## config.mk

```make
export PLATFORM = sky130hd
export DESIGN_NAME = rc_pulse_width_capture
export DESIGN_NICKNAME = d
export VERILOG_FILES = /design/src/hdl/rpwc_pkg.sv /design/src/hdl/rpwc_cfg_regs.sv /design/src/hdl/rpwc_channel.sv /design/src/hdl/rc_pulse_width_capture.sv
export SDC_FILE = /design/constraint.sdc
export NUM_CORES = 1
export LEC_CHECK = 0
export BUFFER_PORTS_ARGS = -buffer_cell sky130_fd_sc_hd__buf_2
export CAP_MARGIN = 20
export CELL_PAD_IN_SITES_DETAIL_PLACEMENT = 0
export CELL_PAD_IN_SITES_GLOBAL_PLACEMENT = 1
export CORE_ASPECT_RATIO = 0.75
export CORE_UTILIZATION = 52
export DETAILED_ROUTE_END_ITERATION = 10
export PLACE_DENSITY = 0.87
export SETUP_SLACK_MARGIN = 0.02
export SYNTH_ARGS = -nofsm -noshare
export SYNTH_HDL_FRONTEND = slang
export SYNTH_SLANG_ARGS = --single-unit
```

## constraint.sdc

```tcl
create_clock -name clk -period 13.9 [get_ports clk]
set_input_delay 2.085 -clock clk [delete_from_list [all_inputs] [get_ports clk]]
set_output_delay 2.085 -clock clk [all_outputs]
set_load 0.05 [all_outputs]
```

## src/hdl/rpwc_pkg.sv

```systemverilog
// Shared types, register indexes and reset values of the pulse width capture block.
`timescale 1ns / 1ps
package rpwc_pkg;

	localparam int NUM_CH     = 4;
	localparam int BIT_SEL_W  = 3;
	localparam int PORT_W     = 8;
	localparam int TIME_W     = 32;
	localparam int WIDTH_W    = 16;
	localparam int CFG_IDX_W  = 3;
	localparam int CFG_DATA_W = 16;
	localparam int IN_TDATA_W  = 40;
	localparam int OUT_TDATA_W = 72;

	typedef enum logic [CFG_IDX_W-1:0] {
		REG_ROLL_BIT     = 3'd0,
		REG_PITCH_BIT    = 3'd1,
		REG_THROTTLE_BIT = 3'd2,
		REG_YAW_BIT      = 3'd3,
		REG_MIN_WIDTH    = 3'd4,
		REG_MAX_WIDTH    = 3'd5
	} reg_idx_t;

	localparam logic [WIDTH_W-1:0] MIN_WIDTH_RST = 16'd1000;
	localparam logic [WIDTH_W-1:0] MAX_WIDTH_RST = 16'd2000;

	typedef logic [BIT_SEL_W-1:0] bit_sel_t;

	typedef struct packed {
		bit_sel_t [NUM_CH-1:0] chan_bit;
		logic [WIDTH_W-1:0]    min_width;
		logic [WIDTH_W-1:0]    max_width;
	} cfg_t;

endpackage

```

## src/hdl/rpwc_cfg_regs.sv

```systemverilog
// Configuration register file: channel bit selects and width clamp limits.
`timescale 1ns / 1ps
module rpwc_cfg_regs (
	input  logic                             clk,
	input  logic                             arst_n,
	input  logic                             cfg_we,
	input  logic [rpwc_pkg::CFG_IDX_W-1:0]   cfg_index,
	input  logic [rpwc_pkg::CFG_DATA_W-1:0]  cfg_data,
	output rpwc_pkg::cfg_t                   cfg
);
	import rpwc_pkg::*;

	cfg_t cfg_q;

	always_ff @(posedge clk or negedge arst_n) begin
		if (!arst_n) begin
			for (int c = 0; c < NUM_CH; c++) begin
				cfg_q.chan_bit[c] <= BIT_SEL_W'(c);
			end
			cfg_q.min_width <= MIN_WIDTH_RST;
			cfg_q.max_width <= MAX_WIDTH_RST;
		end else if (cfg_we) begin
			unique case (cfg_index)
				REG_ROLL_BIT:     cfg_q.chan_bit[0] <= cfg_data[BIT_SEL_W-1:0];
				REG_PITCH_BIT:    cfg_q.chan_bit[1] <= cfg_data[BIT_SEL_W-1:0];
				REG_THROTTLE_BIT: cfg_q.chan_bit[2] <= cfg_data[BIT_SEL_W-1:0];
				REG_YAW_BIT:      cfg_q.chan_bit[3] <= cfg_data[BIT_SEL_W-1:0];
				REG_MIN_WIDTH:    cfg_q.min_width   <= cfg_data[WIDTH_W-1:0];
				REG_MAX_WIDTH:    cfg_q.max_width   <= cfg_data[WIDTH_W-1:0];
				default: ;
			endcase
		end
	end

	assign cfg = cfg_q;

endmodule

```

## src/hdl/rpwc_channel.sv

```systemverilog
// One capture channel: edge tracking, start timestamp, clamped width and update flag.
`timescale 1ns / 1ps
module rpwc_channel (
	input  logic                           clk,
	input  logic                           arst_n,
	input  logic                           en,
	input  logic [rpwc_pkg::PORT_W-1:0]    port_bits,
	input  logic [rpwc_pkg::TIME_W-1:0]    now_us,
	input  rpwc_pkg::bit_sel_t             bit_sel,
	input  logic [rpwc_pkg::WIDTH_W-1:0]   min_width,
	input  logic [rpwc_pkg::WIDTH_W-1:0]   max_width,
	output logic [rpwc_pkg::WIDTH_W-1:0]   width,
	output logic                           updated
);
	import rpwc_pkg::*;

	logic               high_q;
	logic [TIME_W-1:0]  start_q;
	logic [WIDTH_W-1:0] width_q;
	logic               upd_q;

	logic               level;
	logic [TIME_W-1:0]  diff;
	logic               upper_zero;
	logic               below_min;
	logic               above_max;
	logic [WIDTH_W-1:0] clamped;

	assign level      = port_bits[bit_sel];
	assign diff       = now_us - start_q;
	assign upper_zero = (diff[TIME_W-1:WIDTH_W] == '0);
	// negative differences count as below the lower limit
	assign below_min  = diff[TIME_W-1] | (upper_zero & (diff[WIDTH_W-1:0] < min_width));
	assign above_max  = below_min ? (min_width > max_width)
	                              : (!upper_zero | (diff[WIDTH_W-1:0] > max_width));
	assign clamped    = above_max ? max_width : (below_min ? min_width : diff[WIDTH_W-1:0]);

	always_ff @(posedge clk or negedge arst_n) begin
		if (!arst_n) begin
			high_q  <= 1'b0;
			start_q <= '0;
			width_q <= '0;
			upd_q   <= 1'b0;
		end else if (en) begin
			upd_q <= 1'b0;
			if (level) begin
				if (!high_q) begin
					start_q <= now_us;
					high_q  <= 1'b1;
				end
			end else if (high_q) begin
				width_q <= clamped;
				high_q  <= 1'b0;
				upd_q   <= 1'b1;
			end
		end
	end

	assign width   = width_q;
	assign updated = upd_q;

endmodule

```

## src/hdl/rc_pulse_width_capture.sv

```systemverilog
// Top level of the four-channel RC pulse width capture block.
`timescale 1ns / 1ps
// Takes one item per clock unless a result is stalled: each item is a pin
// sample with its microsecond timestamp, and each yields one result carrying
// the four held pulse widths and a per-channel flag for widths finished by
// that item. An item passes an input register and then the channel result
// registers, where its result shows; while the result is not taken, one more
// item waits in the input register before s_tready drops. Configuration
// writes take effect for items entering the channel stage after the write.
module rc_pulse_width_capture (
	input  logic                                clk,
	input  logic                                arst_n,
	input  logic                                cfg_we,
	input  logic [rpwc_pkg::CFG_IDX_W-1:0]      cfg_index,
	input  logic [rpwc_pkg::CFG_DATA_W-1:0]     cfg_data,
	input  logic                                s_tvalid,
	output logic                                s_tready,
	// port_bits[7:0], now_us[39:8]
	input  logic [rpwc_pkg::IN_TDATA_W-1:0]     s_tdata,
	output logic                                m_tvalid,
	input  logic                                m_tready,
	// roll_width[15:0], pitch_width[31:16], throttle_width[47:32],
	// yaw_width[63:48], updated[67:64], zero[71:68]
	output logic [rpwc_pkg::OUT_TDATA_W-1:0]    m_tdata
);
	import rpwc_pkg::*;

	cfg_t cfg;

	logic              valid_s1;
	logic [PORT_W-1:0] port_s1;
	logic [TIME_W-1:0] now_s1;
	logic              out_valid_q;
	logic              advance;
	logic              ch_en;

	logic [NUM_CH-1:0][WIDTH_W-1:0] width;
	logic [NUM_CH-1:0]              updated;

	rpwc_cfg_regs u_cfg (
		.clk       (clk),
		.arst_n    (arst_n),
		.cfg_we    (cfg_we),
		.cfg_index (cfg_index),
		.cfg_data  (cfg_data),
		.cfg       (cfg)
	);

	assign advance  = !out_valid_q || m_tready;
	assign s_tready = !valid_s1 || advance;
	assign ch_en    = valid_s1 && advance;

	always_ff @(posedge clk or negedge arst_n) begin
		if (!arst_n) begin
			valid_s1    <= 1'b0;
			out_valid_q <= 1'b0;
		end else begin
			if (s_tready) begin
				valid_s1 <= s_tvalid;
			end
			if (advance) begin
				out_valid_q <= valid_s1;
			end
		end
	end

	always_ff @(posedge clk) begin
		if (s_tready && s_tvalid) begin
			port_s1 <= s_tdata[PORT_W-1:0];
			now_s1  <= s_tdata[PORT_W +: TIME_W];
		end
	end

	for (genvar c = 0; c < NUM_CH; c++) begin : g_ch
		rpwc_channel u_ch (
			.clk       (clk),
			.arst_n    (arst_n),
			.en        (ch_en),
			.port_bits (port_s1),
			.now_us    (now_s1),
			.bit_sel   (cfg.chan_bit[c]),
			.min_width (cfg.min_width),
			.max_width (cfg.max_width),
			.width     (width[c]),
			.updated   (updated[c])
		);
	end

	assign m_tvalid = out_valid_q;
	assign m_tdata  = {{(OUT_TDATA_W - NUM_CH*WIDTH_W - NUM_CH){1'b0}}, updated, width};

endmodule

```

After elaboration in Yosys (flattened, before gate mapping)

Index checks and enable logic that the tools add are counted.

Flip-flop bits (word level): 286
Bits in latches: 0
RAM bits: 0
Memory bits (read-only): 0
Output and inout port bits: 74
Logic and storage cells: 129
Memories: 0

Add/sub/neg operators: 4
Multipliers: 0
Divide/modulo/power cells: 0
Magnitude comparators: 13
Equality and inequality tests: 5
Shifts and indexed selects: 0
Multiplexer cells: 32
Bitwise gates (word level): 20
Reductions and logical operators: 29

Operators with widths:

| kind                                                                          | number |
|---|---|
| 16-bit two-way mux                                                            | 8 |
| 32-bit subtractor                                                             | 4 |
| 16-bit > comparator                                                           | 5 |
| 16-bit logical NOT                                                            | 4 |
| 16-bit less-than comparator                                                   | 4 |
| 3-bit AND reduction                                                           | 8 |
| 1-bit two-way mux                                                             | 20 |
| 3-bit by 4-bit less-than comparator with 1-bit output (second input constant) | 4 |
| 1-bit binary-select mux with 3-bit select                                     | 4 |
| 2-bit AND reduction                                                           | 6 |
| 1-bit inverter                                                                | 8 |
| 1-bit bitwise OR                                                              | 8 |
| 3-bit by 2-bit == test with 1-bit output (second input constant)              | 2 |
| 3-bit == test (second input constant)                                         | 2 |
| 1-bit logical NOT                                                             | 6 |
| 1-bit bitwise AND                                                             | 4 |
| 3-bit by 1-bit == test with 1-bit output (second input constant)              | 1 |
| 3-bit logical NOT                                                             | 1 |
| 1-bit logical AND                                                             | 2 |
| 1-bit logical OR                                                              | 2 |

Logic depth before layout (Yosys ltp)

Gate-level depths: netlist of the first run.

Depth in word-level cells: 6
Mapped depth: 25

Cells and area by module

Synthesis of the first run repeated with hierarchy kept, for this count alone.

Cell total of the unflattened synthesis: 2810
Area, all modules: 25197.9 µm²

Modules (own cells, without submodules):

| module                          | instances | cells each | area each (µm²) | seq. area each (µm²) |
|---|---|---|---|---|
| rpwc_channel (g_ch[1].u_ch ...) | 2         | 676        | 5632.9          | 1251.2 |
| rpwc_channel (g_ch[0].u_ch)     | 1         | 649        | 5424.0          | 1251.2 |
| rpwc_channel (g_ch[3].u_ch)     | 1         | 659        | 5396.4          | 1251.2 |
| rpwc_cfg_regs                   | 1         | 97         | 1773.0          | 1121.1 |
| rc_pulse_width_capture          | 1         | 53         | 1338.8          | 1251.2 |

Worst setup path before layout of the first run

No wires, ideal clock.

Path kind: input to output
Start: input m_tready
End: output s_tready
Arrival: 2.568 ns
Required time: 11.815 ns
Setup slack: 9.247 ns
Stages: 1
Path buffers: 0
Cell sequence: nand3b_1

Word-level cells in the longest chain between the ends: 2

Ends and longest elaborated chain:

| item               | line                         | text |
|---|---|---|
| start: declaration | rc_pulse_width_capture.sv:21 | `input logic m_tready,` |
| 1-bit logical OR   | rc_pulse_width_capture.sv:49 | `assign advance = !out_valid_q \|\| m_tready;` |
| 1-bit logical OR   | rc_pulse_width_capture.sv:50 | `assign s_tready = !valid_s1 \|\| advance;` |
| end: declaration   | rc_pulse_width_capture.sv:17 | `output logic s_tready,` |

Every way passes these cells.

Worst setup path in the final report of the first run

Start: register now_s1[5]
End: register g_ch[2].u_ch.width_q[2]

Word-level cells in the longest chain between the ends: 6

Ends and longest elaborated chain:

| item                                                              | line                                   | text |
|---|---|---|
| start: declaration                                                | rc_pulse_width_capture.sv:32           | `logic [TIME_W-1:0] now_s1;` |
| start signal: assignment                                          | rc_pulse_width_capture.sv:70           | `now_s1 <= s_tdata[PORT_W +: TIME_W];` |
| 32-bit subtractor (*)                                             | rpwc_channel.sv:30                     | `assign diff = now_us - start_q;` |
| 16-bit less-than comparator or 16-bit logical NOT (tied branches) | rpwc_channel.sv:33, rpwc_channel.sv:31 |  |
| 1-bit bitwise AND or 1-bit logical NOT (tied branches)            | rpwc_channel.sv:33, rpwc_channel.sv:35 |  |
| 1-bit bitwise OR, on equally long branches                        | rpwc_channel.sv:33, rpwc_channel.sv:35 |  |
| 16-bit two-way mux or 1-bit two-way mux (tied branches)           | rpwc_channel.sv:36, rpwc_channel.sv:34 |  |
| 16-bit two-way mux (*)                                            | rpwc_channel.sv:36                     | `assign clamped = above_max ? max_width : (below_min ? min_width : diff[WIDTH_W-1:0]);` |
| end signal: assignment                                            | rpwc_channel.sv:52                     | `width_q <= clamped;` |
| end: declaration                                                  | rpwc_channel.sv:19                     | `logic [WIDTH_W-1:0] width_q;` |

Every way passes the cells marked *; elsewhere a longest branch is shown, timed or not.
A chain may end at the register's enable or synchronous reset.

==> run metrics, run 1 <==
Via-to-Cell Ratio=6.401; via count=between 20000 and 25000; DRT Wirelength=79.33 mm; crit path time final=5889 ps; total gr overflow=0; CTS H-tree depth=2; Num Clock Sinks=about 290; Resized cells post-CTS=0; Fillers=3971; Die Area=roughly 0.045 mm2; Post-CTS Setup Bufs=0; Hold WC Path Type=reg -> reg; Setup Crit Path Kind=reg -> reg; Slew Limit Fails=0; IO Port Bufs=133; fin nets=3074; vias in the first global route=19927; most frequent cells in the layout=352 x nand2_1, 287 x o21ai_0, 264 x ha_1, 230 x dfrtp_1, 210 x a21oi_1; Worst-Skew Late Latency=about 560 ps; pin count of the biggest net entering global routing=133; Yosys reg bits=about 290; status=complete, no violations; placer congestion estimate=0.9969; CP arrival=6290 ps; CTS tree=yes; worst-margin pin slew=approximately 1100 ps; relative max-transition margin=0.2709; CP max FO=16; Post-synth EDFFs=40; maximum root-to-sink buffer count=3; register area share after synthesis=0.3225; root buf cell=clkbuf_16; RSZ-0062 raised after global routing=false; HPWL Detailed=between 60 and 70 mm; Initial Util=0.5276; DR WL/cell=~24 um; Final setup viols=0; layout cells sized above 1=0.1186; VDD IR-drop max=0.0002137 V; asr flop ratio synth=0.8601; dominant synthesized flop cell=dfrtp_1; pwr/cell area=slightly below 300 mW/mm2; die width=244.2 um; # Max-Cap Violations=0; P_sw=3.753 mW; die height=183.6 um; Row Count=66; Starting DRT DRC Count=2398; DRC=0; Final Skew=about 23 ps; initial antenna violation count=1; core region area=0.04335 mm2; Clk network pwr share=0.132; Combinational Power Share=0.674; Area growth, synth to finish=9.600%; GRT Util Overall=0.3474; leading cell type in the layout, fill and taps excluded=nand2_1; dpl ws=a little over 8000 ps; wire length of the first global-routing pass=between 100 and 150 mm; # hold bufs at CTS=0; total CTS buffers=34; Cell Int Power=3.472 mW; Highest Clock Rate=169.8 MHz; Yosys cell types=96; syn_area_per_cell=8.580 um2; Worst setup SP type=flop; period utilization=0.4237; sw frac=0.5195; Synth Cell Area=0.02287 mm2; Reg clk slew, reported paths=60 ps; leak pwr=11.14 nW; Core Util, Final=0.5782; remaining antenna violation count=0; Synth Warn #=0; Worst EP required=14300 ps; final hold viol count=0; Synth Instances=between 2000 and 3000; Top Ports=roughly 140; Reg power frac=0.194; nature of the critical path endpoint=flop; detailed-router iteration count before antenna repair=5; setup TNS=0 ps; final worst-path setup slack=between 8000 and 9000 ps
[flip-flops by register name, indices dropped and copies added, names as in the netlist]
name and count:
now_s1 32, m_tvalid 1, g_ch.u_ch.start_q 128, g_ch.u_ch.high_q 4, port_s1 8, g_ch.u_ch.width 64
g_ch.u_ch.updated 4, u_cfg.cfg 44, valid_s1 1
[path summary, 6_finish.rpt]
kind                                       endpoint                   start  slack (ps)  depth (start not counted)
setup / recovery              g_ch[2].u_ch.width[2]               now_s1[5]        8010                         19
hold / removal               g_ch[3].u_ch.width[14]  g_ch[3].u_ch.width[14]         470                          2
setup reg to reg              g_ch[2].u_ch.width[2]               now_s1[5]        8010                         19
hold reg to reg              g_ch[3].u_ch.width[14]  g_ch[3].u_ch.width[14]         470                          2
max in group asynchronous  g_ch[0].u_ch.start_q[26]                  arst_n       11010                          2
min in group asynchronous      g_ch[3].u_ch.updated                  arst_n        1570                          1
[logic make-up (layout without fill, tap and decap cells)]
group                      after synthesis  count (layout)  synth area share
DFF                                    286             286            0.3225
and+or+nand+nor                        759             759            0.1550
other                                    1               5         0.0001639
muxes                                   54              54           0.03003
adders and majority gates              268             268            0.1479
buffers and inverters                  303             400           0.05733
AOI/OAI and AO/OA                      904             904            0.2522
xor gates and xnor gates                91              91           0.03485
[through the flow]
step	instance area, um2	power (mW)	instances	hold slack (ps)
final	25070	7.225	3345	472.4
after global routing	25070	7.732	3344	498.4
after CTS	25020	7.116	3340	475.2
after detailed placement	23840	6.136	3280	461.6
after global placement	23840	6.033	3280	453.0
after floorplan	22880	4.872	2669	447.1
[synth_stat cells, drive strengths merged, types with 24 or more instances]
library cell | instances | area share
a211oi | 31 | 0.011
a21o | 61 | 0.020
a21oi | 210 | 0.046
a221oi | 33 | 0.015
a31oi | 25 | 0.0068
clkbuf | 100 | 0.021
dfrtp | 230 | 0.25
edfxtp | 40 | 0.053
ha | 264 | 0.14
inv | 184 | 0.030
mux2 | 37 | 0.018
nand2 | 352 | 0.058
nand3 | 34 | 0.0074
nand4 | 52 | 0.014
nor2 | 146 | 0.024
nor3 | 33 | 0.0072
o21a | 37 | 0.012
o21ai | 303 | 0.066
o21bai | 24 | 0.0079
o31ai | 52 | 0.017
xnor2 | 45 | 0.017
xor2 | 46 | 0.018
[critical path, stage by stage, from the launching register on]
cell and delay (ps):
edfxtp_1 560, ha_1 430, o21ai_1 430, o22ai_1 170, nor3_1 540, o21bai_1 210
nand3_1 130, nand2_1 60, xor2_1 280, ha_1 300, nand3_1 110, nor2_1 50
nor3_1 140, a21oi_1 90, a311oi_1 250, a41oi_1 60, or4_1 490, nor2_1 650
or3_1 560, o221ai_1 220
[power groups by stage]
| stage | registers (mW) | logic (mW) | clock network [mW] |
|---|---|---|---|
| finish | 1.40 | 4.87 | 0.956 |
| global placement | 1.39 | 4.64 | 0 |
| detailed placement | 1.40 | 4.73 | 0 |
| floorplan | 1.60 | 3.27 | 0 |
| CTS | 1.39 | 4.76 | 0.967 |
| global route | 1.42 | 5.31 | 0.995 |
[routing by layer]
layer / track usage / share of wire
met1: 0.5291 / 0.47
met2: 0.4943 / 0.41
met3: 0.07298 / 0.099
met4: 0.08550 / 0.021
met5: 0 / 0
[layout make-up]
class / count / area [um2] / share of cell area
Clock buffer: 51 / 1070 / 0.04267
Tap cell: 578 / 723.2 / 0.02885
Antenna cell: 1 / 2.502 / 0.00009982
Sequential cell: 286 / 7377 / 0.2943
Timing Repair Buffer: 155 / 869.6 / 0.03469
Inverter: 185 / 694.4 / 0.02770
Clock inverter: 9 / 110.1 / 0.004392
Multi-Input combinational cell: 2080 / 14220 / 0.5673
Power figures use the tool's default switching activity.
==> inputs of run 2 (changes only) <==
--- a/config.mk
+++ b/config.mk
@@ -5,14 +5,15 @@
 export SDC_FILE = /design/constraint.sdc
 export NUM_CORES = 1
 export LEC_CHECK = 0
+export ABC_AREA = 1
 export BUFFER_PORTS_ARGS = -buffer_cell sky130_fd_sc_hd__buf_2
 export CAP_MARGIN = 20
 export CELL_PAD_IN_SITES_DETAIL_PLACEMENT = 0
 export CELL_PAD_IN_SITES_GLOBAL_PLACEMENT = 1
 export CORE_ASPECT_RATIO = 0.75
-export CORE_UTILIZATION = 52
+export CORE_UTILIZATION = 41
 export DETAILED_ROUTE_END_ITERATION = 10
-export PLACE_DENSITY = 0.87
+export PLACE_DENSITY = 0.78
 export SETUP_SLACK_MARGIN = 0.02
 export SYNTH_ARGS = -nofsm -noshare
 export SYNTH_HDL_FRONTEND = slang
==> constraint.sdc (replaced) <==
create_clock -name clk -period 5.14 [get_ports clk]
set_input_delay 0.771 -clock clk [delete_from_list [all_inputs] [get_ports clk]]
set_output_delay 0.771 -clock clk [all_outputs]
set_load 0.05 [all_outputs]
==> run 2 against run 1 <==
  * Maximum frequency increased by 29%
  * Flip-flop and latch count unchanged
  * Worst setup slack lost 7400 ps
  * Critical endpoint is now g_ch[3].u_ch.width[0]
==> run metrics, run 2 <==
Reg clk slew, reported paths=60 ps (about the same); Yosys reg bits=286 (unchanged); CP arrival=5040 ps (was 6290 ps); Yosys cell types=49 (was 96); Post-Synth Simple-Gate Area=0.3813 (was 0.1550); CTS tree=yes (unchanged); CP max FO=17 (was 16); remaining antenna violation count=0 (unchanged); dominant synthesized flop cell=dfrtp_1 (unchanged); die width=296.8 um (was 244.2 um); Reg2Reg Launch Point=now_s1[0] (was now_s1[5]); leak pwr=16.90 nW (was 11.14 nW); total gr overflow=0 (unchanged); period utilization=0.8847 (was 0.4237); worst-margin pin slew=970.6 ps (was 1085 ps); via count=26674 (was 21410); Initial Util=0.4172 (was 0.5276); Buf/Inv on CP=4 (was 0); CP startpoint=now_s1[0] (was now_s1[5]); setup TNS=0 ps (unchanged); largest family of logic cells by synthesized area=simple AND/OR/NAND/NOR gates (was compound AO/OA/AOI/OAI gates); layer with the highest usage=met1 (unchanged); maximum root-to-sink buffer count=3 (unchanged); asr flop ratio synth=0.8601 (unchanged); Num Clock Sinks=286 (unchanged); xor-xnor portion of the synthesized cell area=0.01933 (was 0.03484); die height=223.1 um (was 183.6 um); HPWL Detailed=77.25 mm (was 61.63 mm); most frequent cells in the layout=1645 x nand2_1, 743 x inv_1, 275 x nand3_1, 264 x ha_1, 231 x nor2_1 (was 352 x nand2_1, 287 x o21ai_0, 264 x ha_1, 230 x dfrtp_1, 210 x a21oi_1); detailed-router iteration count before antenna repair=7 (was 5); count leader, synth=nand2_1 (unchanged); Hold WS=162.0 ps (was 472.4 ps); Biggest register=g_ch.u_ch.start_q (unchanged); Resized cells post-CTS=0 (unchanged); GRT Util Overall=0.2815 (was 0.3474); Cell Int Power=9.198 mW (was 3.472 mW); Hold WC Path Type=in -> async (was reg -> reg); DP Area=0.02827 mm2 (was 0.02384 mm2); top cells by area, synth=nand2_1 23%, dfrtp_1 22%, ha_1 12% (was dfrtp_1 25%, ha_1 14%, o21ai_0 6.3%); CTS H-tree depth=1 (was 2); Die Area=0.06623 mm2 (was 0.04484 mm2); core region area=0.06406 mm2 (was 0.04335 mm2); RSZ-0062 raised after global routing=false (unchanged); max reg flops=128 (unchanged); Setup Crit Path Kind=reg -> reg (unchanged); Final Instance Area=0.02927 mm2 (was 0.02507 mm2); total CTS buffers=31 (was 34); status=complete, no violations (unchanged); share of the synthesized area in the top cell type=0.2310 (was 0.2516); Via-to-Cell Ratio=5.105 (was 6.401); DRT Wirelength=95.03 mm (was 79.33 mm); R2R Setup Slk=590 ps (was 8010 ps); P_sw=11.62 mW (was 3.753 mW); # hold bufs at CTS=0 (unchanged); Worst-Skew Late Latency=610 ps (was 560 ps); placer congestion estimate=0.9385 (was 0.9969); slowest cell on the critical path=xor2_1 (was nor2_1); Row Count=80 (was 66); Worst path most repeated cell=nand2_1; Max stage delay on crit path=480 ps (was 650 ps); Synth Warn #=0 (unchanged); wire length of the first global-routing pass=143.8 mm (was 118.9 mm); initial antenna violation count=0 (was 1); Top Ports=138 (unchanged); area leader, netlist=nand2_1 (was dfrtp_1); vias in the first global route=24348 (was 19927); Synth Area in Adders=0.1266 (was 0.1479); CP top delay family=simple AND/OR/NAND/NOR gates (unchanged); IO Port Bufs=133 (unchanged); root buf cell=clkbuf_16 (unchanged); DRC=0 (unchanged); DR WL/cell=18.19 um (was 23.72 um); mux cell area share after synthesis=0 (was 0.03003); pwr/cell area=711.2 mW/mm2 (was 288.2 mW/mm2); Clk network pwr share=0.108 (was 0.132); Post-synth top cells=1645 x nand2_1, 744 x inv_1, 277 x nand3_1, 264 x ha_1, 231 x nor2_1 (was 352 x nand2_1, 288 x o21ai_0, 264 x ha_1, 230 x dfrtp_1, 210 x a21oi_1); Synth Instances=4229 (was 2666); Compound-Gate Fraction of Synth Area=0.07621 (was 0.2522); Post-synth EDFFs=40 (unchanged); register area share after synthesis=0.2760 (was 0.3225); met2 Usage GRT=0.3988 (was 0.4943); Worst setup SP type=flop (unchanged); Combinational Power Share=0.712 (was 0.674); sw frac=0.5581 (was 0.5195); crit-path cells=inv_1 > ha_1 > inv_1 > fa_1 > nand2_1 > nand3_1 > nand2_1 > nand2_1 > xor2_1 > ha_1 > nand4_1 > inv_1 > a21oi_1 > nand2_1 > inv_1 > nand3_2 > nand2_4 > nand2_4 > nand2_4 > nand2_1 > nand3_1 > nand2_1 (was ha_1 > o21ai_1 > o22ai_1 > nor3_1 > o21bai_1 > nand3_1 > nand2_1 > xor2_1 > ha_1 > nand3_1 > nor2_1 > nor3_1 > a21oi_1 > a311oi_1 > a41oi_1 > or4_1 > nor2_1 > or3_1 > o221ai_1); Starting DRT DRC Count=2432 (was 2398); Power, Total=20.81 mW (was 7.225 mW); met1 Use GR=0.4372 (was 0.5291); nature of the critical path endpoint=flop (unchanged); Synth Cell Area=0.02673 mm2 (was 0.02287 mm2); # Max-Cap Violations=0 (unchanged); final hold viol count=0 (unchanged); fin nets=4671 (was 3074); pin count of the biggest net entering global routing=124 (was 133); crit path time final=4547 ps (was 5889 ps); syn_area_per_cell=6.320 um2 (was 8.580 um2); grt met3 use=0.05259 (was 0.07298); Post-CTS Setup Bufs=0 (unchanged); leading cell type in the layout, fill and taps excluded=nand2_1 (unchanged); Slew Limit Fails=0 (unchanged); Highest Clock Rate=219.9 MHz (was 169.8 MHz); Final Skew=25.30 ps (was 23.45 ps); ant diodes=0 (was 1); Reg power frac=0.179 (was 0.194); layout cells sized above 1=0.06874 (was 0.1186); Area growth, synth to finish=9.494% (was 9.600%); Final setup viols=0 (unchanged); Core Util, Final=0.4568 (was 0.5782); relative max-transition margin=0.3530 (was 0.2709); VDD IR-drop max=0.0004059 V (was 0.0002137 V); Worst EP required=5640 ps (was 14300 ps)
## run 2: routing by layer
layer,routed length (um),part of all wire,vias up
met5,0,0,-
met4,1804,0.019,0
met3,8265,0.087,122
met2,37860,0.40,900
met1,47100,0.50,12235
li1,-,-,13417
## run 2: power by group through the flow
stage | clock, mW | combinational, mW | sequential (mW)
after floorplan | 0 | 10.2 | 4.27
after global placement | 0 | 14.5 | 3.73
after detailed placement | 0 | 14.6 | 3.74
after CTS | 2.29 | 14.6 | 3.72
after global routing | 2.39 | 16.7 | 3.82
final | 2.26 | 14.8 | 3.73
## run 2: path summary, 6_finish.rpt
check,to,cells past startpoint
worst max-delay path,g_ch[3].u_ch.width[0],22
worst min register to register,g_ch[3].u_ch.width[12],2
min in group clk,port_s1[6],1
max in group asynchronous,g_ch[2].u_ch.start_q[27],2
worst min-delay path,g_ch[1].u_ch.width[3],1
worst max register to register,g_ch[3].u_ch.width[0],22
## run 2: area by class of cell
| cell class | count | area, um2 |
|---|---|---|
| fillers | 6932 | 34800 |
| inverters | 759 | 2849 |
| clock buffers | 43 | 840.8 |
| flip-flops and latches | 286 | 7377 |
| multi-input cells | 3111 | 16150 |
| repair buffers | 150 | 815.8 |
| well taps | 861 | 1077 |
| clock inverters | 15 | 152.6 |
## run 2: kinds of logic (layout without fill, tap and decap cells)
| family | count (synthesis) | after routing |
|---|---|---|
| buffers and inverters | 835 | 967 |
| adders and majority gates | 268 | 268 |
| DFF | 286 | 286 |
| AOI/OAI and AO/OA | 387 | 387 |
| xor gates and xnor gates | 59 | 59 |
| other | 1 | 4 |
| and+or+nand+nor | 2393 | 2393 |
## run 2: stage by stage
stage	std cells	setup WS, ps
2_1_floorplan	4232	1851
3_3_place_gp	5167	756.4
3_5_place_dp	5167	703.4
4_1_cts	5225	680.2
5_1_grt	5225	290.1
6_report	5225	592.6
